### config.mk
export PLATFORM = sky130hd
export DESIGN_NAME = afl_back_flat
export DESIGN_NICKNAME = d
export VERILOG_FILES = /design/src/hdl/afl_pkg.sv /design/src/hdl/afl_stream_if.sv /design/src/hdl/afl_back.sv /design/src/flat_wrapper.sv
export SDC_FILE = /design/constraint.sdc
export NUM_CORES = 1
export LEC_CHECK = 0
export ABC_AREA = 1
export ABC_CLOCK_PERIOD_IN_PS = 3300
export BUFFER_PORTS_ARGS = -buffer_cell sky130_fd_sc_hd__buf_2
export CORE_ASPECT_RATIO = 0.6
export CORE_MARGIN = 5
export CORE_UTILIZATION = 32
export CTS_BUF_LIST = sky130_fd_sc_hd__clkbuf_16
export CTS_CLUSTER_DIAMETER = 60
export DETAILED_ROUTE_END_ITERATION = 8
export HOLD_SLACK_MARGIN = 0.15
export PLACE_DENSITY_LB_ADDON = 0.3
export SLEW_MARGIN = 40
export SYNTH_ARGS = -nofsm -noshare
export SYNTH_HDL_FRONTEND = slang
export SYNTH_SLANG_ARGS = --single-unit
### constraint.sdc
create_clock -name clk -period 3.3 [get_ports clk]
set_input_delay 0.33 -clock clk [delete_from_list [all_inputs] [get_ports clk]]
set_output_delay 0.33 -clock clk [all_outputs]
set_load 0.05 [all_outputs]
### src/hdl/afl_pkg.sv
// Shared widths and word types of the audio frame level feature block.
package afl_pkg;

  localparam int SAMPLE_W   = 16;
  localparam int CROSS_W    = 10;
  localparam int ZCR_W      = 17;
  localparam int ZCR_FRAC_W = 16;
  localparam int RMS_W      = 16;
  localparam int PEAK_W     = 16;
  localparam int LEN_W      = 11;
  localparam int SQ_W       = 32;
  localparam int ROOT_W     = 32;

  typedef struct packed {
    logic signed [SAMPLE_W-1:0] sample;
    logic                       last;
  } in_word_t;

  typedef struct packed {
    logic [CROSS_W-1:0] crossings;
    logic [ZCR_W-1:0]   zcr_q16;
    logic [RMS_W-1:0]   rms_q15;
    logic [PEAK_W-1:0]  peak_q15;
    logic [LEN_W-1:0]   frame_length;
    logic               overflow;
  } out_word_t;

endpackage

### src/hdl/afl_stream_if.sv
// Valid/ready stream channel that carries one word per handshake.
interface afl_stream_if #(
  parameter type word_t = logic
) ();

  logic  valid;
  logic  ready;
  word_t data;

  modport source (output valid, output data, input ready);
  modport sink (input valid, input data, output ready);

endinterface

### src/hdl/afl_back.sv
// Back end: divides for the crossing rate and mean square, takes the square root, holds the result.
module afl_back import afl_pkg::*; #(
  parameter int FRAME_CAPACITY = 1024
) (
  input  logic                 clk,
  input  logic                 rst_n,
  input  logic                 q_valid,
  input  logic [2*$clog2(FRAME_CAPACITY+1)+2*(SAMPLE_W-1)+$clog2(FRAME_CAPACITY+1)
                +PEAK_W:0]     q_data,
  output logic                 q_pop,
  afl_stream_if.source         out_stream
);

  localparam int CNT_W  = $clog2(FRAME_CAPACITY + 1);
  localparam int SUM_W  = 2 * (SAMPLE_W - 1) + CNT_W;
  localparam int ZD_W   = CNT_W + ZCR_FRAC_W;
  localparam int STEP_W = $clog2(SUM_W);

  typedef enum logic [1:0] {ST_IDLE, ST_DIV, ST_SQRT, ST_OUT} state_t;

  state_t              state_r, state_nxt;
  logic                out_valid_r, out_valid_nxt;
  out_word_t           out_word_r, out_word_nxt;

  logic [CNT_W-1:0]    q_cross;
  logic [SUM_W-1:0]    q_sum;
  logic [PEAK_W-1:0]   q_peak;
  logic [CNT_W-1:0]    q_len;
  logic                q_ovf;

  logic [CNT_W-1:0]    cross_r, cross_nxt;
  logic [PEAK_W-1:0]   peak_r, peak_nxt;
  logic [CNT_W-1:0]    len_r, len_nxt;
  logic                ovf_r, ovf_nxt;
  logic [STEP_W-1:0]   step_r, step_nxt;
  logic [SUM_W-1:0]    sd_r, sd_nxt;
  logic [CNT_W-1:0]    rem_s_r, rem_s_nxt;
  logic [ZD_W-1:0]     zd_r, zd_nxt;
  logic [CNT_W-1:0]    rem_z_r, rem_z_nxt;
  logic [ROOT_W-1:0]   v_r, v_nxt;
  logic [ROOT_W-1:0]   res_r, res_nxt;
  logic [ROOT_W-1:0]   bit_r, bit_nxt;

  logic [CNT_W:0]      trial_s;
  logic [CNT_W:0]      trial_z;
  logic [CNT_W-1:0]    len_m1;
  logic                ge_s;
  logic                ge_z;
  logic [ROOT_W-1:0]   rb;
  logic                ge_r;

  assign {q_cross, q_sum, q_peak, q_len, q_ovf} = q_data;

  assign q_pop            = (state_r == ST_IDLE) && q_valid;
  assign out_stream.valid = out_valid_r;
  assign out_stream.data  = out_word_r;

  assign len_m1  = len_r - 1'b1;
  assign trial_s = {rem_s_r, sd_r[SUM_W-1]};
  assign trial_z = {rem_z_r, zd_r[ZD_W-1]};
  assign ge_s    = trial_s >= {1'b0, len_r};
  assign ge_z    = trial_z >= {1'b0, len_m1};
  assign rb      = res_r + bit_r;
  assign ge_r    = v_r >= rb;

  always_comb begin
    state_nxt     = state_r;
    out_valid_nxt = out_valid_r;
    out_word_nxt  = out_word_r;
    cross_nxt     = cross_r;
    peak_nxt      = peak_r;
    len_nxt       = len_r;
    ovf_nxt       = ovf_r;
    step_nxt      = step_r;
    sd_nxt        = sd_r;
    rem_s_nxt     = rem_s_r;
    zd_nxt        = zd_r;
    rem_z_nxt     = rem_z_r;
    v_nxt         = v_r;
    res_nxt       = res_r;
    bit_nxt       = bit_r;
    unique case (state_r)
      ST_IDLE: begin
        if (q_valid) begin
          cross_nxt = q_cross;
          peak_nxt  = q_peak;
          len_nxt   = q_len;
          ovf_nxt   = q_ovf;
          sd_nxt    = q_sum;
          zd_nxt    = {q_cross, ZCR_FRAC_W'(0)};
          rem_s_nxt = '0;
          rem_z_nxt = '0;
          step_nxt  = STEP_W'(SUM_W - 1);
          state_nxt = ST_DIV;
        end
      end
      ST_DIV: begin
        rem_s_nxt = ge_s ? CNT_W'(trial_s - {1'b0, len_r}) : CNT_W'(trial_s);
        sd_nxt    = {sd_r[SUM_W-2:0], ge_s};
        if (step_r < STEP_W'(ZD_W)) begin
          rem_z_nxt = ge_z ? CNT_W'(trial_z - {1'b0, len_m1}) : CNT_W'(trial_z);
          zd_nxt    = {zd_r[ZD_W-2:0], ge_z};
        end
        step_nxt = step_r - 1'b1;
        if (step_r == '0) begin
          v_nxt     = ROOT_W'(sd_nxt);
          res_nxt   = '0;
          bit_nxt   = ROOT_W'(1) << (ROOT_W - 2);
          state_nxt = ST_SQRT;
        end
      end
      ST_SQRT: begin
        if (ge_r) begin
          v_nxt   = v_r - rb;
          res_nxt = (res_r >> 1) + bit_r;
        end else begin
          res_nxt = res_r >> 1;
        end
        bit_nxt = bit_r >> 2;
        if (bit_r[0]) begin
          out_word_nxt.crossings    = CROSS_W'(cross_r);
          out_word_nxt.zcr_q16      = (len_r < CNT_W'(2)) ? '0 : ZCR_W'(zd_r);
          out_word_nxt.rms_q15      = RMS_W'(res_nxt);
          out_word_nxt.peak_q15     = peak_r;
          out_word_nxt.frame_length = LEN_W'(len_r);
          out_word_nxt.overflow     = ovf_r;
          out_valid_nxt             = 1'b1;
          state_nxt                 = ST_OUT;
        end
      end
      ST_OUT: begin
        if (out_stream.ready) begin
          out_valid_nxt = 1'b0;
          state_nxt     = ST_IDLE;
        end
      end
      default: begin
        state_nxt     = ST_IDLE;
        out_valid_nxt = 1'b0;
      end
    endcase
  end

  always_ff @(posedge clk) begin
    if (!rst_n) begin
      state_r     <= ST_IDLE;
      out_valid_r <= 1'b0;
    end else begin
      state_r     <= state_nxt;
      out_valid_r <= out_valid_nxt;
      out_word_r  <= out_word_nxt;
    end
  end

  always_ff @(posedge clk) begin
    cross_r <= cross_nxt;
    peak_r  <= peak_nxt;
    len_r   <= len_nxt;
    ovf_r   <= ovf_nxt;
    step_r  <= step_nxt;
    sd_r    <= sd_nxt;
    rem_s_r <= rem_s_nxt;
    zd_r    <= zd_nxt;
    rem_z_r <= rem_z_nxt;
    v_r     <= v_nxt;
    res_r   <= res_nxt;
    bit_r   <= bit_nxt;
  end

`ifndef SYNTH
  a_rem_below_len: assert property (@(posedge clk) disable iff (!rst_n)
    state_r == ST_DIV |-> rem_s_r < len_r)
    else $error("mean square remainder not below the frame length");

  a_root_bit: assert property (@(posedge clk) disable iff (!rst_n)
    state_r == ST_SQRT |-> $onehot(bit_r))
    else $error("square root step bit is not a single bit");

  a_rms_range: assert property (@(posedge clk) disable iff (!rst_n)
    out_valid_r |-> (out_word_r.rms_q15 <= 16'd32768 && out_word_r.zcr_q16 <= 17'd65536))
    else $error("result word out of range");
`endif

endmodule

### src/flat_wrapper.sv
// flat-port wrapper written by rule: the top's interface ports become plain ports
module afl_back_flat import afl_pkg::*;
#(
  parameter int FRAME_CAPACITY = 1024
)
  (clk, rst_n, q_valid, q_data, q_pop, out_stream_valid, out_stream_data, out_stream_ready);
  afl_stream_if out_stream_i ();
  input  logic clk;
  input  logic rst_n;
  input  logic q_valid;
  input  logic [2*$clog2(FRAME_CAPACITY+1)+2*(SAMPLE_W-1)+$clog2(FRAME_CAPACITY+1)
                +PEAK_W:0] q_data;
  output logic q_pop;
  output wire logic [$bits(out_stream_i.valid)-1:0] out_stream_valid;
  output wire logic [$bits(out_stream_i.data)-1:0] out_stream_data;
  input wire logic [$bits(out_stream_i.ready)-1:0] out_stream_ready;
  assign out_stream_valid = out_stream_i.valid;
  assign out_stream_data = out_stream_i.data;
  assign out_stream_i.ready = out_stream_ready;
  afl_back #(.FRAME_CAPACITY(FRAME_CAPACITY)) u_core (.clk(clk), .rst_n(rst_n), .q_valid(q_valid), .q_data(q_data), .q_pop(q_pop), .out_stream(out_stream_i));
endmodule
---- Word-level counts from Yosys, hierarchy flattened ----
Cells that the tools add are included.
cells by class
  add/subtract/negate cells ............... 1
  equal/unequal tests ..................... 7
  muxes and demuxes ....................... 12
  reduce and logical (&&, ||, !) cells .... 12
operator list
  cell                                                                number
  32-bit one-hot mux with 2 select lines                              1
  32-bit two-way mux                                                  1
  6-bit one-hot mux with 2 select lines                               1
  2-bit two-way mux                                                   4
  2-bit one-hot mux with 4 select lines                               1
  6-bit zero test                                                     1
  6-bit two-way mux                                                   1
  2-bit AND reduction                                                 3
  3-bit AND reduction                                                 2
  2-bit nonzero test                                                  3
  6-bit by 1-bit subtractor with 6-bit output, second input constant  1
  2-bit == test, second input constant                                2
  2-bit by 1-bit != test with 1-bit output, second input constant     2
  2-bit != test, second input constant                                2
  4-bit AND reduction                                                 1
  2-bit by 1-bit == test with 1-bit output, second input constant     1
  2-bit zero test                                                     1
  1-bit two-way mux                                                   2
  1-bit one-hot mux with 2 select lines                               1
  1-bit logical AND                                                   1
storage, ports and cells
  bits in registers ....................... 43
  input port bits ......................... 84
  output and inout bits ................... 3
  logic and storage cells ................. 38

---- Depth between registers and ports, before layout ----
  depth after elaboration ................. 3
  depth in mapped cells ................... 8

---- Worst setup path before layout ----
No wires, ideal clock.
  kind .................................... reg2reg
  from .................................... reg u_core.step_r[0]
  to ...................................... reg u_core.bit_r[0], enable pin
  library setup time ...................... 373 ps
  arrival ................................. 1,284 ps
  data required time ...................... 2,927 ps
  slack ................................... 1,643 ps
  cell stages (with the launch flop) ...... 6
  buffers on the path ..................... 0
  period minus slack after synthesis ...... 1,657 ps
  cells stage by stage .................... edfxtp_1 inv_1 ha_1 nand3_2 nand2_4 o21a_1
on the way
  longest elaborated chain between the ends .. 3
ends and longest elaborated chain
  what                                                       line             source
  start: declaration                                         afl_back.sv:35   logic [STEP_W-1:0] step_r, step_nxt;
  start signal: assignment                                   afl_back.sv:160  step_r <= step_nxt;
  6-bit zero test                                            afl_back.sv:105  if (step_r == '0) begin
  2-bit by 1-bit != test with 1-bit output (no source line)  --
  2-bit AND reduction (no source line)                       --
  end signal: assignment                                     afl_back.sv:167  bit_r <= bit_nxt;
  end: declaration                                           afl_back.sv:42   logic [ROOT_W-1:0] bit_r, bit_nxt;
No other way between the ends.
A chain may end at the register's enable or synchronous reset.

---- Worst setup path in the final report ----
  from .................................... reg u_core.state_r[0]
  to ...................................... reg u_core.bit_r[0], enable pin
on the way
  longest elaborated chain between the ends .. 3
  elaborated cells between the ends (all ways) .. 5
  those cells by class .................... 3 x eq/ne; 2 x reduce/logical
ends and longest elaborated chain
  what                                                                                                    line             source
  start: declaration                                                                                      afl_back.sv:21   state_t state_r, state_nxt;
  start signal: assignment                                                                                afl_back.sv:149  state_r <= state_nxt;
  2-bit by 1-bit == test with 1-bit output / 2-bit == test (equally long branches)                        afl_back.sv:82   unique case (state_r)
  2-bit by 1-bit != test with 1-bit output (no source line) / 2-bit nonzero test (equally long branches)  --
  2-bit AND reduction (no source line) *                                                                  --
Every way passes the cells marked *; elsewhere a longest branch is shown, timed or not.

==> flow_summary.json <==
{
  "outcome": "finished, final reports clean",
  "syn_avg_cell_area_um2": 10.2,
  "synthArstFlopShare": 0,
  "grt_util_all_layers": 0.0798,
  "power_frac_seq": 0.469,
  "synth_top_family_by_area": "simple AND/OR/NAND/NOR gates",
  "initialDrtViolationCount": 24,
  "start_kind": "flip-flop",
  "synthAdderAreaFrac": 0.0504,
  "clockBufferDepth": 2,
  "syn_to_final_growth_pct": 13.0,
  "final.setup_skew_ns": 0.00379,
  "rsz0062_at_grt": "false",
  "rrSetupSlack_ns": 1.22,
  "clock-sinks": 27,
  "grt_pass1_vias": 793,
  "crit_path_end_kind": "flip-flop",
  "rows": 17,
  "synthXorXnorAreaFrac": 0,
  "gp_congestion": 0.706,
  "yosys.area_share.simple": 0.191,
  "maxCapViolations": 0,
  "antenna_found_initial": 0,
  "hold_buffers": 0,
  "cts_buffers": 3,
  "power.switching_mw": 0.483,
  "overflow": 0,
  "setup_viol": 0,
  "antenna_cells": 0,
  "fin_hold_ws_ns": 0.242,
  "fin_crit_ns": 2.08,
  "fin_util": 0.379,
  "worst_r2r_endpoint": "u_core.bit_r[0]",
  "hpwl_um": 1400,
  "post_cts_buffers": 0,
  "r2r-start": "u_core.state_r[0]",
  "fin_nets": 221,
  "die_area_um2": 5270,
  "ys_seq_area_frac": 0.628,
  "dieWidth_um": 90.4,
  "synth_top_area_frac": 0.580,
  "yosys_most_used_dff": "edfxtp_1",
  "yosys-top-cells-area": "edfxtp_1 58%, nand2_1 8.5%, inv_1 7.6%",
  "top_level_ports": 87,
  "fin_cells": 178,
  "hold_path_end": "u_core.ovf_r",
  "switching_share": 0.359,
  "leakagePower_nw": 0.658,
  "routed_wire_length_per_instance_um": 10.6,
  "yosysUniqueCellTypes": 20,
  "yosysTopAreaCell": "edfxtp_1",
  "die_y_um": 58.3,
  "muxShareOfSynthArea": 0,
  "clk_latency_ns": 0.26,
  "p_per_area_nw_per_um2": 959,
  "hp-start": "q_data[0]",
  "tns_ns": 0,
  "reg2reg_depth": 3,
  "drive_gt1_frac": 0.153,
  "worstPathArrival_ns": 1.97,
  "fp.coreArea_um2": 3700,
  "finalCritPeriodShare": 0.629,
  "start_util": 0.336,
  "finalHoldViolCount": 0,
  "ant_nets": 0,
  "grt_max_degree": 22,
  "hold_class": "in2reg",
  "hold_depth": 1,
  "cp_max_fo": 21,
  "netlist_area_um2": 1240,
  "cts.clk_slew.worst_paths_ns": 0.07,
  "cts_resized": 0,
  "tightestPinTransition_ns": 0.714,
  "postSynthNetCount": 211,
  "htreeDepth": 1,
  "routed_via_density": 4.45,
  "vdd_drop_max_mv": 0.316,
  "cts_root_buffer": "clkbuf_16",
  "report.power.total_mw": 1.35,
  "drc_errors": 0,
  "dpl.cell_count": 174,
  "cp_data_required_time_ns": 3.19,
  "io_buffers": 7,
  "finalMaxSlewViolations": 0,
  "relSlewSlack": 0.524,
  "cts_tree": "done",
  "synth-seq-cells": 27,
  "yosys_warnings": 0,
  "n_fill_cell": 383,
  "p_int_mw": 0.863,
  "p_clk_frac": 0.203,
  "drt_first_pass_iters": 4,
  "combinationalPowerShare": 0.329,
  "routed_wl_um": 1890,
  "crit_type": "reg2reg",
  "synth_compound_area_frac": 0.0352,
  "syn-instance-count": 122,
  "grt_pass1_wl_um": 3400,
  "vias": 792,
  "synth_edf_count": 24,
  "max_freq_mhz": 482
}
-- cells by family (layout without fill, tap and decap cells) --
kind of cell | Yosys count | in the layout
fa+ha+maj | 5 | 5
buf+inv | 30 | 39
simple gates | 52 | 52
flops | 27 | 27
compound gates | 8 | 8
-- power by group through the flow --
stage,combinational (mW),sequential (mW),clock (mW)
after global routing,0.513,0.645,0.298
after floorplan,0.351,0.632,0
after CTS,0.452,0.633,0.283
after detailed placement,0.453,0.637,0
after global placement,0.426,0.631,0
final,0.443,0.631,0.273
-- cells in the mapped netlist (2+ instances only) --
cell type,instances
nand2_1,28
inv_1,25
edfxtp_1,24
nor2_1,10
nand3_1,6
ha_1,5
a21oi_1,4
dfxtp_1,3
inv_2,3
nor2_2,3
o21ai_1,2
-- sequential cells by signal, indices dropped and copies added (netlist names) --
register,count
u_core.out_stream.valid,1
u_core.out_stream.data,1
u_core.ovf_r,1
u_core.state_r,2
u_core.bit_r,16
u_core.step_r,6
-- cell usage in the layout (no fill, tap or decap), types with 2 or more instances in the layout --
| cell type | instances |
|---|---|
| a21oi_1 | 4 |
| buf_2 | 7 |
| clkbuf_16 | 3 |
| dfxtp_1 | 3 |
| edfxtp_1 | 24 |
| ha_1 | 5 |
| inv_1 | 25 |
| inv_2 | 3 |
| nand2_1 | 28 |
| nand3_1 | 6 |
| nor2_1 | 10 |
| nor2_2 | 3 |
| o21ai_1 | 2 |
-- worst max-delay path by stage --
stage | from | endpoint | slack, ns | depth (start not counted)
final | u_core.state_r[0] | u_core.bit_r[0] | 1.22 | 3
after global routing | u_core.state_r[0] | u_core.bit_r[0] | 1.01 | 3
after CTS | u_core.state_r[0] | u_core.bit_r[18] | 1.17 | 3
after detailed placement | u_core.state_r[0] | u_core.bit_r[20] | 1.16 | 3
after global placement | u_core.state_r[0] | u_core.bit_r[12] | 1.23 | 3
after floorplan | u_core.step_r[0] | u_core.bit_r[0] | 1.64 | 5
-- cell type report --
type / count / area [um^2] / share of cell area
tap: 47 / 58.8 / 0.0419
timing repair buffer: 7 / 35.0 / 0.0250
sequential: 27 / 781 / 0.556
inverter: 28 / 105 / 0.0749
clock inverter: 1 / 5.00 / 0.00357
multi-input combinational: 65 / 344 / 0.245
clock buffer: 3 / 75.1 / 0.0535
-- stage by stage --
step	cell area (um^2)	setup WS, ns
after global placement	1320	1.23
final	1400	1.22
after floorplan	1240	1.64
after detailed placement	1320	1.16
after global routing	1400	1.01
after CTS	1400	1.17
-- metal layers --
layer	share of wire	GRT usage	up-vias
li1	-	-	401
met1	0.47	0.0938	377
met2	0.49	0.145	10
met3	0.025	0.0208	4
met4	0.012	0.0255	0
met5	0	0	-
-- worst max-delay path, cell delays in order (launching register included) --
cell	delay, ns
dfxtp_1	0.34
inv_1	0.08
ha_1	0.62
o21a_1	0.66
No activity file was read; power rests on OpenSTA's default activity.
