File: src/hdl/afl_pkg.sv
// Shared widths and word types of the audio frame level feature block.
package afl_pkg;

  localparam int SAMPLE_W   = 16;
  localparam int CROSS_W    = 10;
  localparam int ZCR_W      = 17;
  localparam int ZCR_FRAC_W = 16;
  localparam int RMS_W      = 16;
  localparam int PEAK_W     = 16;
  localparam int LEN_W      = 11;
  localparam int SQ_W       = 32;
  localparam int ROOT_W     = 32;

  typedef struct packed {
    logic signed [SAMPLE_W-1:0] sample;
    logic                       last;
  } in_word_t;

  typedef struct packed {
    logic [CROSS_W-1:0] crossings;
    logic [ZCR_W-1:0]   zcr_q16;
    logic [RMS_W-1:0]   rms_q15;
    logic [PEAK_W-1:0]  peak_q15;
    logic [LEN_W-1:0]   frame_length;
    logic               overflow;
  } out_word_t;

endpackage

File: src/hdl/afl_queue.sv
// Two-entry queue of closed frame summaries between the front and back ends.
module afl_queue import afl_pkg::*; #(
  parameter int WIDTH = 68
) (
  input  logic             clk,
  input  logic             rst_n,
  input  logic             push,
  input  logic [WIDTH-1:0] push_data,
  output logic             full,
  input  logic             pop,
  output logic             rd_valid,
  output logic [WIDTH-1:0] rd_data
);

  localparam int DEPTH = 2;

  logic [WIDTH-1:0]           mem_r [DEPTH];
  logic                       wr_ptr_r;
  logic                       rd_ptr_r;
  logic [$clog2(DEPTH+1)-1:0] count_r;
  logic                       do_push;
  logic                       do_pop;

  assign full     = count_r == DEPTH[$clog2(DEPTH+1)-1:0];
  assign rd_valid = count_r != '0;
  assign rd_data  = mem_r[rd_ptr_r];
  assign do_push  = push && !full;
  assign do_pop   = pop && rd_valid;

  always_ff @(posedge clk) begin
    if (do_push) begin
      mem_r[wr_ptr_r] <= push_data;
    end
  end

  always_ff @(posedge clk) begin
    if (!rst_n) begin
      wr_ptr_r <= 1'b0;
      rd_ptr_r <= 1'b0;
      count_r  <= '0;
    end else begin
      if (do_push) begin
        wr_ptr_r <= !wr_ptr_r;
      end
      if (do_pop) begin
        rd_ptr_r <= !rd_ptr_r;
      end
      if (do_push && !do_pop) begin
        count_r <= count_r + 1'b1;
      end else if (do_pop && !do_push) begin
        count_r <= count_r - 1'b1;
      end
    end
  end

`ifndef SYNTH
  a_no_lost_push: assert property (@(posedge clk) disable iff (!rst_n)
    push |-> !full)
    else $error("frame summary pushed into a full queue");
`endif

endmodule

File: config.mk
export PLATFORM = sky130hd
export DESIGN_NAME = afl_queue
export DESIGN_NICKNAME = d
export VERILOG_FILES = /design/src/hdl/afl_pkg.sv /design/src/hdl/afl_queue.sv
export SDC_FILE = /design/constraint.sdc
export NUM_CORES = 1
export LEC_CHECK = 0
export BUFFER_PORTS_ARGS = -buffer_cell sky130_fd_sc_hd__buf_2
export CORE_MARGIN = 2
export CORE_UTILIZATION = 40
export CTS_CLUSTER_SIZE = 24
export DETAILED_ROUTE_END_ITERATION = 8
export GPL_TIMING_DRIVEN = 0
export PLACE_DENSITY = 0.76
export SLEW_MARGIN = 10
export SYNTH_ARGS = -nofsm -noshare
export SYNTH_HDL_FRONTEND = slang
export SYNTH_SLANG_ARGS = --single-unit
File: constraint.sdc
create_clock -name clk -period 5.2 [get_ports clk]
set_clock_uncertainty 0.1 [all_clocks]
set_input_delay 0.52 -clock clk [delete_from_list [all_inputs] [get_ports clk]]
set_output_delay 0.52 -clock clk [all_outputs]
set_load 0.05 [all_outputs]
**Word level (Yosys, flattened, before mapping)**

Memories as Yosys holds them, arrays and structs flattened. A register that Yosys moved wholly into a read port is not among the register bits.
Index checks and enable logic that the tools add are counted.

- Register bits: 4
- Memory bits (writable): 136
- Input port bits: 72
- Output and inout port bits: 70
- Word-level logic and storage cells: 24
- Memories kept: 1

Memory list:

| memory | depth | width | rd ports | clocked after memory_dff | wr ports | line | text |
|---|---|---|---|---|---|---|---|
| mem_r | 2 | 68 | 1 | 1 | 1 | afl_queue.sv:17 | `logic [WIDTH-1:0] mem_r [DEPTH];` |

- Add/subtract/negate cells: 2
- Eq/ne operators: 1
- Multiplexer cells: 6
- Reduce and logical (&&, ||, !) cells: 11

Operator list:

| kind | number |
|---|---|
| $logic_not 1->1 | 5 |
| $logic_and 1x1->1 | 4 |
| $mux 1 | 4 |
| $mux 2 | 2 |
| $reduce_bool 2->1 | 2 |
| $add 2x1->2 const B | 1 |
| $eq 2x2->1 const B | 1 |
| $sub 2x1->2 const B | 1 |

**Logic depth before layout (Yosys ltp)**

Gate-level depths: netlist (run 1).

- Word-level depth: 7
- Gate-level depth with buffers: 7
- Depth with buffers taken out: 7

**Worst setup path before layout (run 1)**

OpenSTA, ideal clock, no wires.

- Path type: reg2reg
- Start point: register count_r[0]
- End point: memory mem_r[0][0], enable pin
- Setup time: 483 ps
- Arrival time: 3349 ps
- Data required time: 4617 ps
- Setup slack: 1268 ps
- Stages on the path, launching flop included: 4
- Buffers on the path: 0
- Clock period less this slack: 3932 ps
- Cell sequence: dfxtp_1 > nand2b_1 > inv_2 > nor3_2

- Cells in the longest elaborated chain, start to end: 5

Ends and longest elaborated chain:

| what | line | text |
|---|---|---|
| start, declared | afl_queue.sv:20 | `logic [$clog2(DEPTH+1)-1:0] count_r;` |
| start signal, assigned | afl_queue.sv:49 | `count_r <= count_r + 1'b1;` |
| start signal, assigned | afl_queue.sv:51 | `count_r <= count_r - 1'b1;` |
| $eq 2x2->1 | afl_queue.sv:24 | `assign full = count_r == DEPTH[$clog2(DEPTH+1)-1:0];` |
| via full | afl_queue.sv:9 | `output logic full,` |
| $logic_not 1->1 | afl_queue.sv:27 | `assign do_push = push && !full;` |
| $logic_and 1x1->1 | afl_queue.sv:27 |  |
| $mux 1 | afl_queue.sv:31 | `if (do_push) begin` |
| $mux 1 (implied by the code) | afl_queue.sv:32 | `mem_r[wr_ptr_r] <= push_data;` |
| end, declared | afl_queue.sv:17 |  |

The timed path passes the listed nets, and every way through them passes these cells.

==> flow_metrics.py, run 1 <==
metrics = {
    "cts": {
        "clk-insertion-delay-late_ns": 0.40,
        "clockBufferDepth": 2,
        "cts_hold_buf": 0,
        "cts.sinks": 141,
        "post-cts-setup-buffer-count": 0,
        "cts_tree": "yes",
        "clk_root_buffer_cell": "clkbuf_16",
        "cts-resized-gates": 0,
        "clk_pin_slew_ns": 0.05,
        "cts_inserted_buffers": 17,
        "htree_levels": 4,
    },
    "critical_path": {
        "cp.arrival_ns": 1.73,
        "cp-end-kind": "output pin",
        "required_ns": 4.58,
        "crit_path_max_fanout": 10,
        "regToRegEndpoint": "mem_r[0][39]$_DFFE_PP_",
        "worstSetupStartpointType": "flip-flop",
        "rrSetupSlack_ns": 3.26,
        "crit_path_cell_trace": "buf_6, buf_6, buf_6, mux2_4, buf_2",
        "timing.rr.start": "count_r[0]$_SDFFE_PN0P_",
        "cp_slowest_cell": "dfxtp_1",
        "rr_worst_depth": 4,
        "critPathKind": "reg -> out",
        "crit_buf_inv": 4,
        "max_stage_delay_ns": 0.32,
        "path_delay_family": "buffers and inverters",
        "cpMostUsedCell": "buf_6",
    },
    "global_route": {
        "grt_usage": 0.138,
        "grt-ovfl-total": 0,
        "antenna_found_initial": 0,
        "grt_pass1_wl_um": 14600,
        "grt_max_degree": 39,
        "grt_pass1_vias": 2953,
    },
    "power": {
        "p_int_mw": 2.50,
        "powerDensity_mw_per_mm2": 580,
        "comb_power_share": 0.360,
        "p_clk_frac": 0.265,
        "swShare": 0.362,
        "seqPwrFrac": 0.375,
        "total_power_mw": 3.92,
        "switchingPower_mw": 1.42,
        "p_leak_nw": 2.59,
        "max-vdd-ir-drop_v": 0.000278,
    },
    "layout": {
        "area_delta_synth_final_pct": 29.3,
        "fin_nets": 475,
        "n_antenna_cell": 0,
        "final_util": 0.533,
        "final_cells": 583,
        "drive_gt1_frac": 0.611,
        "final_area_sq_mm": 0.00676,
    },
    "die": {
        "initial_core_util": 0.412,
        "ioPinCount": 142,
        "die_h_um": 118,
        "rows": 41,
        "die_width_um": 118,
        "core_sq_mm": 0.0127,
        "dieArea_sq_mm": 0.0140,
    },
    "timing": {
        "fin_setup_tns_ns": 0,
        "max-slew-margin-rel": 0.504,
        "worst_pin_slew_ns": 0.741,
        "finalCritPeriodShare": 0.453,
        "final-setup-viol-count": 0,
        "period_minus_slack_ns": 2.35,
        "max_freq_ghz": 0.425,
        "hold_viol": 0,
        "slew_viol_final": 0,
        "rsz0062_at_grt": "no",
    },
    "outcome": {
        "status": "finished, final reports clean",
    },
    "min_path": {
        "worstHoldPathType": "in -> reg",
        "whs_endpoint": "mem_r[1][62]$_DFFE_PP_",
        "whs_path_depth": 1,
        "min_from": "push_data[62]",
    },
    "route": {
        "vias_per_cell": 4.63,
        "ant_nets": 0,
        "avgRoutedWirePerCell_um": 15.7,
        "drtIter0Drc": 127,
        "via_count": 2698,
        "drt-pass1-iter-count": 4,
        "wl_um": 9130,
        "route.detailed.drc": 0,
    },
    "synth": {
        "ys_seq_area_frac": 0.801,
        "ys_warn_count": 0,
        "synth-async-reset-ratio": 0,
        "synth_top_area_frac": 0.781,
        "synth_area_leaders": "edfxtp_1 (78%), mux2_2 (10%), mux2_4 (5.7%)",
        "yosys.cell_types.count": 23,
        "avgSynthCellArea_sq_um": 22.1,
        "synth_edf_count": 136,
        "syn-cell-area_sq_mm": 0.00523,
        "syn-num-nets": 310,
        "ys_seq_elements": 141,
        "dominantRegCellSynth": "edfxtp_1",
        "syn_inst": 237,
        "yosys.area.top_type": "edfxtp_1",
    },
    "place": {
        "port_buffers": 141,
        "dpl_cell_area_sq_mm": 0.00625,
        "hpwl_um": 6340,
        "gp_congestion": 0.677,
        "place_inst": 555,
    },
    "run": {
        "drv_cap": 0,
    },
}
[cells in the final DEF, fill, tap and decap left out, drive strengths merged]
master      n
dfxtp       5
and3        1
edfxtp    136
a21boi      2
xor2        1
or2         1
buf       154
xnor2       2
ha          1
o21ai       2
or3         1
nand2b      1
clkbuf     17
nor3        1
clkinv      8
nor2        1
o21a        1
bufinv      1
mux2       68
inv         2
clkinvlp    2
and2        3
[layer usage]
metal	part of all wire	GRT usage	vias up
met5	0	0	-
met4	0.013	0.0520	0
met3	0.066	0.0594	8
met2	0.52	0.236	96
met1	0.40	0.153	1331
li1	-	-	1263
[logic make-up (layout without fill, tap and decap cells)]
| family | Yosys count | after routing | share of synthesized area |
|---|---|---|---|
| xor+xnor | 3 | 3 | 0.00503 |
| compound gates | 5 | 5 | 0.00622 |
| fa+ha+maj | 1 | 1 | 0.00239 |
| buf+inv | 10 | 184 | 0.0139 |
| flops | 141 | 141 | 0.801 |
| simple gates | 9 | 9 | 0.0110 |
| mux | 68 | 68 | 0.161 |
[power by group through the flow]
stage | Clock (mW) | Combinational, mW | Sequential (mW)
after floorplan | 0 | 1.11 | 1.49
after CTS | 1.07 | 1.43 | 1.47
after detailed placement | 0 | 1.43 | 1.49
after global routing | 1.11 | 1.48 | 1.48
after global placement | 0 | 1.37 | 1.50
final | 1.04 | 1.41 | 1.47
[registers in the layout (all words and copies together) (netlist names), named ones only]
signal / count
mem_r: 136
count_r: 2
rd_ptr_r: 1
wr_ptr_r: 1
[worst max-delay path by stage]
stage	to	depth (start not counted)
after floorplan	mem_r[0][0]$_DFFE_PP_	3
after global placement	mem_r[0][40]$_DFFE_PP_	3
after detailed placement	mem_r[0][47]$_DFFE_PP_	4
after CTS	rd_data[44]	5
after global routing	rd_data[44]	5
final	rd_data[44]	5
[Yosys cell counts, types with 2 or more instances]
| master | n |
|---|---|
| and2_1 | 3 |
| buf_2 | 4 |
| buf_6 | 4 |
| dfxtp_1 | 5 |
| edfxtp_1 | 136 |
| mux2_2 | 48 |
| mux2_4 | 20 |
| xnor2_1 | 2 |
[metrics by stage]
stage                     worst slack, ns  hold WS [ns]
after detailed placement             3.16         0.417
final                                2.85         0.198
after floorplan                      1.27         0.379
after global routing                 2.75         0.175
after CTS                            2.80         0.177
after global placement             -0.258         0.390
[final cells by class]
class | count | area (sq um)
fillers | 1065 | 5910
well taps | 172 | 215
clock buffers | 17 | 425
clock inverters | 11 | 81.3
inverters | 2 | 7.51
plain buffers | 8 | 65.1
flip-flops and latches | 141 | 4180
multi-input cells | 86 | 981
repair buffers | 146 | 798
No activity file was read; power rests on OpenSTA's default activity.
==> run 2, diff against run 1 <==
--- a/config.mk
+++ b/config.mk
@@ -11,7 +11,7 @@
 export CTS_CLUSTER_SIZE = 24
 export DETAILED_ROUTE_END_ITERATION = 8
 export GPL_TIMING_DRIVEN = 0
-export PLACE_DENSITY = 0.76
+export PLACE_DENSITY = 0.78
 export SLEW_MARGIN = 10
 export SYNTH_ARGS = -nofsm -noshare
 export SYNTH_HDL_FRONTEND = slang
==> constraint.sdc (replaced) <==
create_clock -name clk -period 2.1 [get_ports clk]
set_clock_uncertainty 0.1 [all_clocks]
set_input_delay 0.21 -clock clk [delete_from_list [all_inputs] [get_ports clk]]
set_output_delay 0.21 -clock clk [all_outputs]
set_load 0.05 [all_outputs]
==> run 2 against run 1 <==
Sequential power rose by 150%. Total power rose to 2.7 times the previous value. Highest routed layer unchanged. Worst setup slack lost 2.8 ns. Via count grew 9.2%.
==> flow_metrics.py, run 2 (synthesis results as in run 1) <==
metrics = {
    "global_route": {
        "grt-ovfl-total": 0,
        "grt_pass1_vias": 3325,
        "grt_pass1_wl_um": 16100,
        "grt_usage": 0.152,
        "antenna_found_initial": 0,
        "grt_max_degree": 44,
    },
    "place": {
        "port_buffers": 141,
        "gp_congestion": 0.686,
        "hpwl_um": 6410,
    },
    "power": {
        "max-vdd-ir-drop_v": 0.000766,
        "p_leak_nw": 2.94,
        "powerDensity_mw_per_mm2": 1390,
    },
    "critical_path": {
        "crit_buf_inv": 4,
        "cp.arrival_ns": 1.70,
        "required_ns": 1.79,
        "cpMostUsedCell": "buf_6",
        "max_stage_delay_ns": 0.32,
        "cp_slowest_cell": "dfxtp_1",
        "cp-end-kind": "output pin",
        "critPathKind": "reg -> out",
        "path_delay_family": "buffers and inverters",
        "worstSetupStartpointType": "flip-flop",
        "crit_path_cell_trace": "buf_6, buf_6, buf_8, mux2_4, buf_2",
        "crit_path_max_fanout": 10,
        "timing.rr.start": "count_r[0]$_SDFFE_PN0P_",
    },
    "cts": {
        "clockBufferDepth": 2,
        "clk-insertion-delay-late_ns": 0.40,
        "clk_pin_slew_ns": 0.06,
        "clk_root_buffer_cell": "clkbuf_16",
        "cts_tree": "yes",
        "cts.sinks": 141,
        "cts_inserted_buffers": 17,
        "htree_levels": 4,
        "post-cts-setup-buffer-count": 0,
    },
    "timing": {
        "holdWs_ns": 0.128,
        "final-setup-viol-count": 0,
        "period_minus_slack_ns": 2.01,
        "fin_setup_tns_ns": 0,
        "max_freq_ghz": 0.496,
        "slew_viol_final": 0,
        "worst_pin_slew_ns": 0.404,
        "finalCritPeriodShare": 0.959,
        "hold_viol": 0,
        "rsz0062_at_grt": "no",
        "max-slew-margin-rel": 0.731,
    },
    "layout": {
        "area_delta_synth_final_pct": 45.8,
        "most-common-layout-cells": "buf_2 (144), edfxtp_1 (136), dlygate4sd3_1 (69)",
        "fin_nets": 544,
        "largest_register": "mem_r",
        "drive_gt1_frac": 0.527,
        "largest_reg_flops": 136,
        "layout_commonest_cell": "buf_2",
        "fillers": 952,
        "reg.largest.list": "mem_r x136, count_r x2",
        "n_antenna_cell": 0,
    },
    "die": {
        "die_width_um": 118,
        "core_sq_mm": 0.0127,
        "initial_core_util": 0.412,
        "ioPinCount": 142,
        "rows": 41,
        "die_h_um": 118,
        "dieArea_sq_mm": 0.0140,
    },
    "route": {
        "drt-pass1-iter-count": 4,
        "vias_per_cell": 4.49,
        "avgRoutedWirePerCell_um": 15.7,
        "drtIter0Drc": 154,
        "ant_nets": 0,
        "wl_um": 10300,
        "via_count": 2945,
        "route.detailed.drc": 0,
    },
    "min_path": {
        "worstHoldPathType": "in -> reg",
        "min_from": "push",
    },
    "outcome": {
        "status": "finished, final reports clean",
    },
    "run": {
        "drv_cap": 0,
    },
}
[run 2: cell count changes in the layout (fill, tap and decap cells not counted), moves of 2 or more]
cell / delta
buf_6: -2
clkinv_2: -4
buf_8: +2
dlygate4sd3_1: +69
bufinv_16: +5
[run 2: through the flow]
stage          cells  worst slack, ns  cell area [sq um]  power [mW]   util
2_1_floorplan    237           -0.680               5250        6.46      -
3_3_place_gp     550            -1.47               6170        7.12  0.487
3_5_place_dp     555            0.346               6260        7.24  0.494
4_1_cts          656           0.0276               7600        10.6  0.600
5_1_grt          656          0.00267               7620        11.0  0.601
6_report         656           0.0855               7620        10.6  0.601
[run 2: what timing repair did]
action | 4_1_cts | 5_1_grt
hold buffers | 69 | 0
setup endpoints to repair | 0 | 16
gates resized for setup | 0 | 4
endpoints found under the hold margin | 141 | 0
[run 2: cell type report]
cell class              instances  area (sq um)  area share
inverters                       2          12.5     0.00164
flip-flops and latches        141          4190       0.549
clock inverters                14           223      0.0292
multi-input cells              86           988       0.130
plain buffers                   8          77.6      0.0102
repair buffers                215          1490       0.195
well taps                     172           215      0.0283
clock buffers                  18           429      0.0563
[run 2: routing by layer]
metal  routed length (um)  track usage
met3                  550       0.0487
met2                 5620        0.281
met5                    0            0
met1                 3960        0.159
met4                  164       0.0595
[run 2: worst min-delay path: stages]
cell	delay (ns)
buf_2	0.10
a21boi_0	0.09
o21a_1	0.18
[run 2: power breakdown]
part / total (mW) / switching [mW] / internal (mW) / leakage [nW]
Sequential: 3.65 / 0.111 / 3.54 / 1.31
Clock: 3.25 / 1.04 / 2.21 / 0.306
Combinational: 3.66 / 2.46 / 1.19 / 1.32
[run 2: worst paths after layout]
path,endpoint,slack [ns],cells past startpoint
worst min register to register,rd_ptr_r$_SDFFE_PN0P_,0.49,2
worst min-delay path,wr_ptr_r$_SDFFE_PN0N_,0.13,3
worst max-delay path,rd_data[54],0.09,5
worst max register to register,mem_r[0][58]$_DFFE_PP_,0.34,5
==> run 3, diff against run 2 <==
--- a/config.mk
+++ b/config.mk
@@ -6,13 +6,15 @@
 export NUM_CORES = 1
 export LEC_CHECK = 0
 export BUFFER_PORTS_ARGS = -buffer_cell sky130_fd_sc_hd__buf_2
+export CELL_PAD_IN_SITES_DETAIL_PLACEMENT = 1
+export CELL_PAD_IN_SITES_GLOBAL_PLACEMENT = 1
 export CORE_MARGIN = 2
 export CORE_UTILIZATION = 40
 export CTS_CLUSTER_SIZE = 24
 export DETAILED_ROUTE_END_ITERATION = 8
 export GPL_TIMING_DRIVEN = 0
-export PLACE_DENSITY = 0.78
-export SLEW_MARGIN = 10
+export PLACE_DENSITY = 0.88
+export SLEW_MARGIN = 25
 export SYNTH_ARGS = -nofsm -noshare
 export SYNTH_HDL_FRONTEND = slang
 export SYNTH_SLANG_ARGS = --single-unit
==> run 3 against run 2 <==
Flip-flop and latch count unchanged. Non-clock buffer count up 2. Clock-buffer cell count up 1. Clock power down 10%. Routed wire length up 11%. Largest cell class unchanged.
==> flow_metrics.py, run 3 (synthesis results as in run 1) <==
metrics = {
    "min_path": {
        "worstHoldPathType": "in -> reg",
    },
    "route": {
        "route.detailed.drc": 0,
        "drt-pass1-iter-count": 4,
        "wl_met3_um": 531,
        "via_count": 3032,
        "met1_length_um": 4370,
        "avgRoutedWirePerCell_um": 17.3,
        "vias_per_cell": 4.61,
        "wl_met2_um": 6240,
        "dr.max_layer_used": "met4",
        "wl_um": 11400,
        "ant_nets": 0,
        "drtIter0Drc": 153,
    },
    "global_route": {
        "grt_pass1_vias": 3526,
        "grt_pass1_wl_um": 18300,
        "antenna_found_initial": 0,
        "grt_usage": 0.172,
        "grt_max_degree": 39,
        "grt-ovfl-total": 0,
    },
    "power": {
        "switchingPower_mw": 3.67,
        "seqPwrFrac": 0.357,
        "p_int_mw": 6.57,
        "powerDensity_mw_per_mm2": 1360,
        "comb_power_share": 0.359,
        "p_leak_nw": 2.91,
        "p_clk_frac": 0.284,
        "swShare": 0.359,
        "total_power_mw": 10.2,
        "max-vdd-ir-drop_v": 0.000822,
    },
    "layout": {
        "drive_gt1_frac": 0.529,
        "fin_nets": 546,
        "fillers": 1149,
        "largest_register": "mem_r",
        "most-common-layout-cells": "buf_2 (144), edfxtp_1 (136), dlygate4sd3_1 (69)",
        "n_antenna_cell": 0,
        "final_util": 0.595,
        "reg.largest.list": "mem_r x136, count_r x2",
        "largest_reg_flops": 136,
        "area_delta_synth_final_pct": 44.2,
        "layout_commonest_cell": "buf_2",
        "final_area_sq_mm": 0.00754,
    },
    "cts": {
        "clk_root_buffer_cell": "clkbuf_16",
        "clk_pin_slew_ns": 0.05,
        "clockBufferDepth": 2,
        "cts_tree": "yes",
        "cts_inserted_buffers": 17,
        "htree_levels": 4,
        "cts.sinks": 141,
        "clk-insertion-delay-late_ns": 0.40,
    },
    "die": {
        "die_width_um": 118,
        "initial_core_util": 0.412,
        "core_sq_mm": 0.0127,
        "ioPinCount": 142,
        "die_h_um": 118,
        "rows": 41,
        "dieArea_sq_mm": 0.0140,
    },
    "timing": {
        "holdWs_ns": 0.110,
        "slew_viol_final": 0,
        "finalCritPeriodShare": 0.969,
        "setup_ws_ns": 0.0649,
        "hold_viol": 0,
        "rsz0062_at_grt": "yes",
        "max-slew-margin-rel": 0.686,
        "period_minus_slack_ns": 2.04,
        "worst_pin_slew_ns": 0.471,
        "final-setup-viol-count": 0,
        "max_freq_ghz": 0.491,
    },
    "critical_path": {
        "cp-end-kind": "output pin",
        "cp.arrival_ns": 1.73,
        "required_ns": 1.79,
        "worstSetupStartpointType": "flip-flop",
        "crit_path_max_fanout": 10,
        "critPathKind": "reg -> out",
    },
    "place": {
        "port_buffers": 141,
        "dpl_cell_area_sq_mm": 0.00626,
        "hpwl_um": 7230,
        "gp_congestion": 0.679,
        "dp_slack_ns": -0.0483,
    },
    "run": {
        "drv_cap": 0,
    },
    "outcome": {
        "status": "finished, final reports clean",
    },
}
## run 3: changes by cell type in the layout (fill, tap and decap cells not counted)
| cell | delta |
|---|---|
| buf_4 | +1 |
| clkinvlp_4 | -1 |
| buf_16 | -1 |
| buf_8 | -3 |
| clkinv_4 | +2 |
| clkbuf_1 | +1 |
| clkinv_1 | -1 |
| clkinv_2 | +2 |
| bufinv_16 | -3 |
| buf_6 | +5 |
## run 3: routing by layer
layer,GRT usage,up-vias
met3,0.0449,20
met1,0.183,1501
met5,0,-
met2,0.315,98
met4,0.0806,0
li1,-,1413
## run 3: power groups by stage
stage               sequential, mW  clock [mW]  combinational, mW
floorplan                     3.68           0               2.77
global placement              3.71           0               3.43
detailed placement            3.71           0               3.58
CTS                           3.65        2.98               3.70
global route                  3.69        3.08               3.85
finish                        3.65        2.91               3.68
## run 3: final timing paths
| kind | startpoint | endpoint | slack, ns | depth (start not counted) |
|---|---|---|---|---|
| max | flip-flop | rd_data[47] | 0.06 | 5 |
| min | push | wr_ptr_r$_SDFFE_PN0N_ | 0.11 | 3 |
| max reg2reg | count_r[0]$_SDFFE_PN0P_ | mem_r[1][28]$_DFFE_PP_ | 0.31 | 3 |
| min reg2reg | count_r[1]$_SDFFE_PN0P_ | count_r[1]$_SDFFE_PN0P_ | 0.47 | 2 |
## run 3: area by class of cell
class                   instances  area (sq um)  share of cell area
flip-flops and latches        141          4190               0.555
repair buffers                217          1490               0.197
multi-input cells              86           988               0.131
clock buffers                  19           433              0.0574
well taps                     172           215              0.0285
clock inverters                13           149              0.0198
plain buffers                   8          67.6             0.00896
inverters                       2          12.5             0.00166
## run 3: timing repair
action / CTS / global route
endpoints found under the hold margin: 141 / 0
setup buffers: 1 / 0
resized for setup: 0 / 1
gates cloned: 0 / 0
hold buffers: 69 / 0
endpoints found under the setup margin: 13 / 3
pin swaps: 1 / 0
## run 3: worst max-delay path, cell delays in order (launching register included)
cell,delay [ns]
dfxtp_1,0.32
buf_6,0.11
buf_6,0.16
buf_6,0.20
mux2_4,0.32
buf_2,0.21
## run 3: through the flow
stage,cells,setup TNS (ns)
floorplan,237,-46.83
global placement,550,-122.47
detailed placement,556,-0.617
CTS,658,0
global route,658,-0.00504
finish,658,0
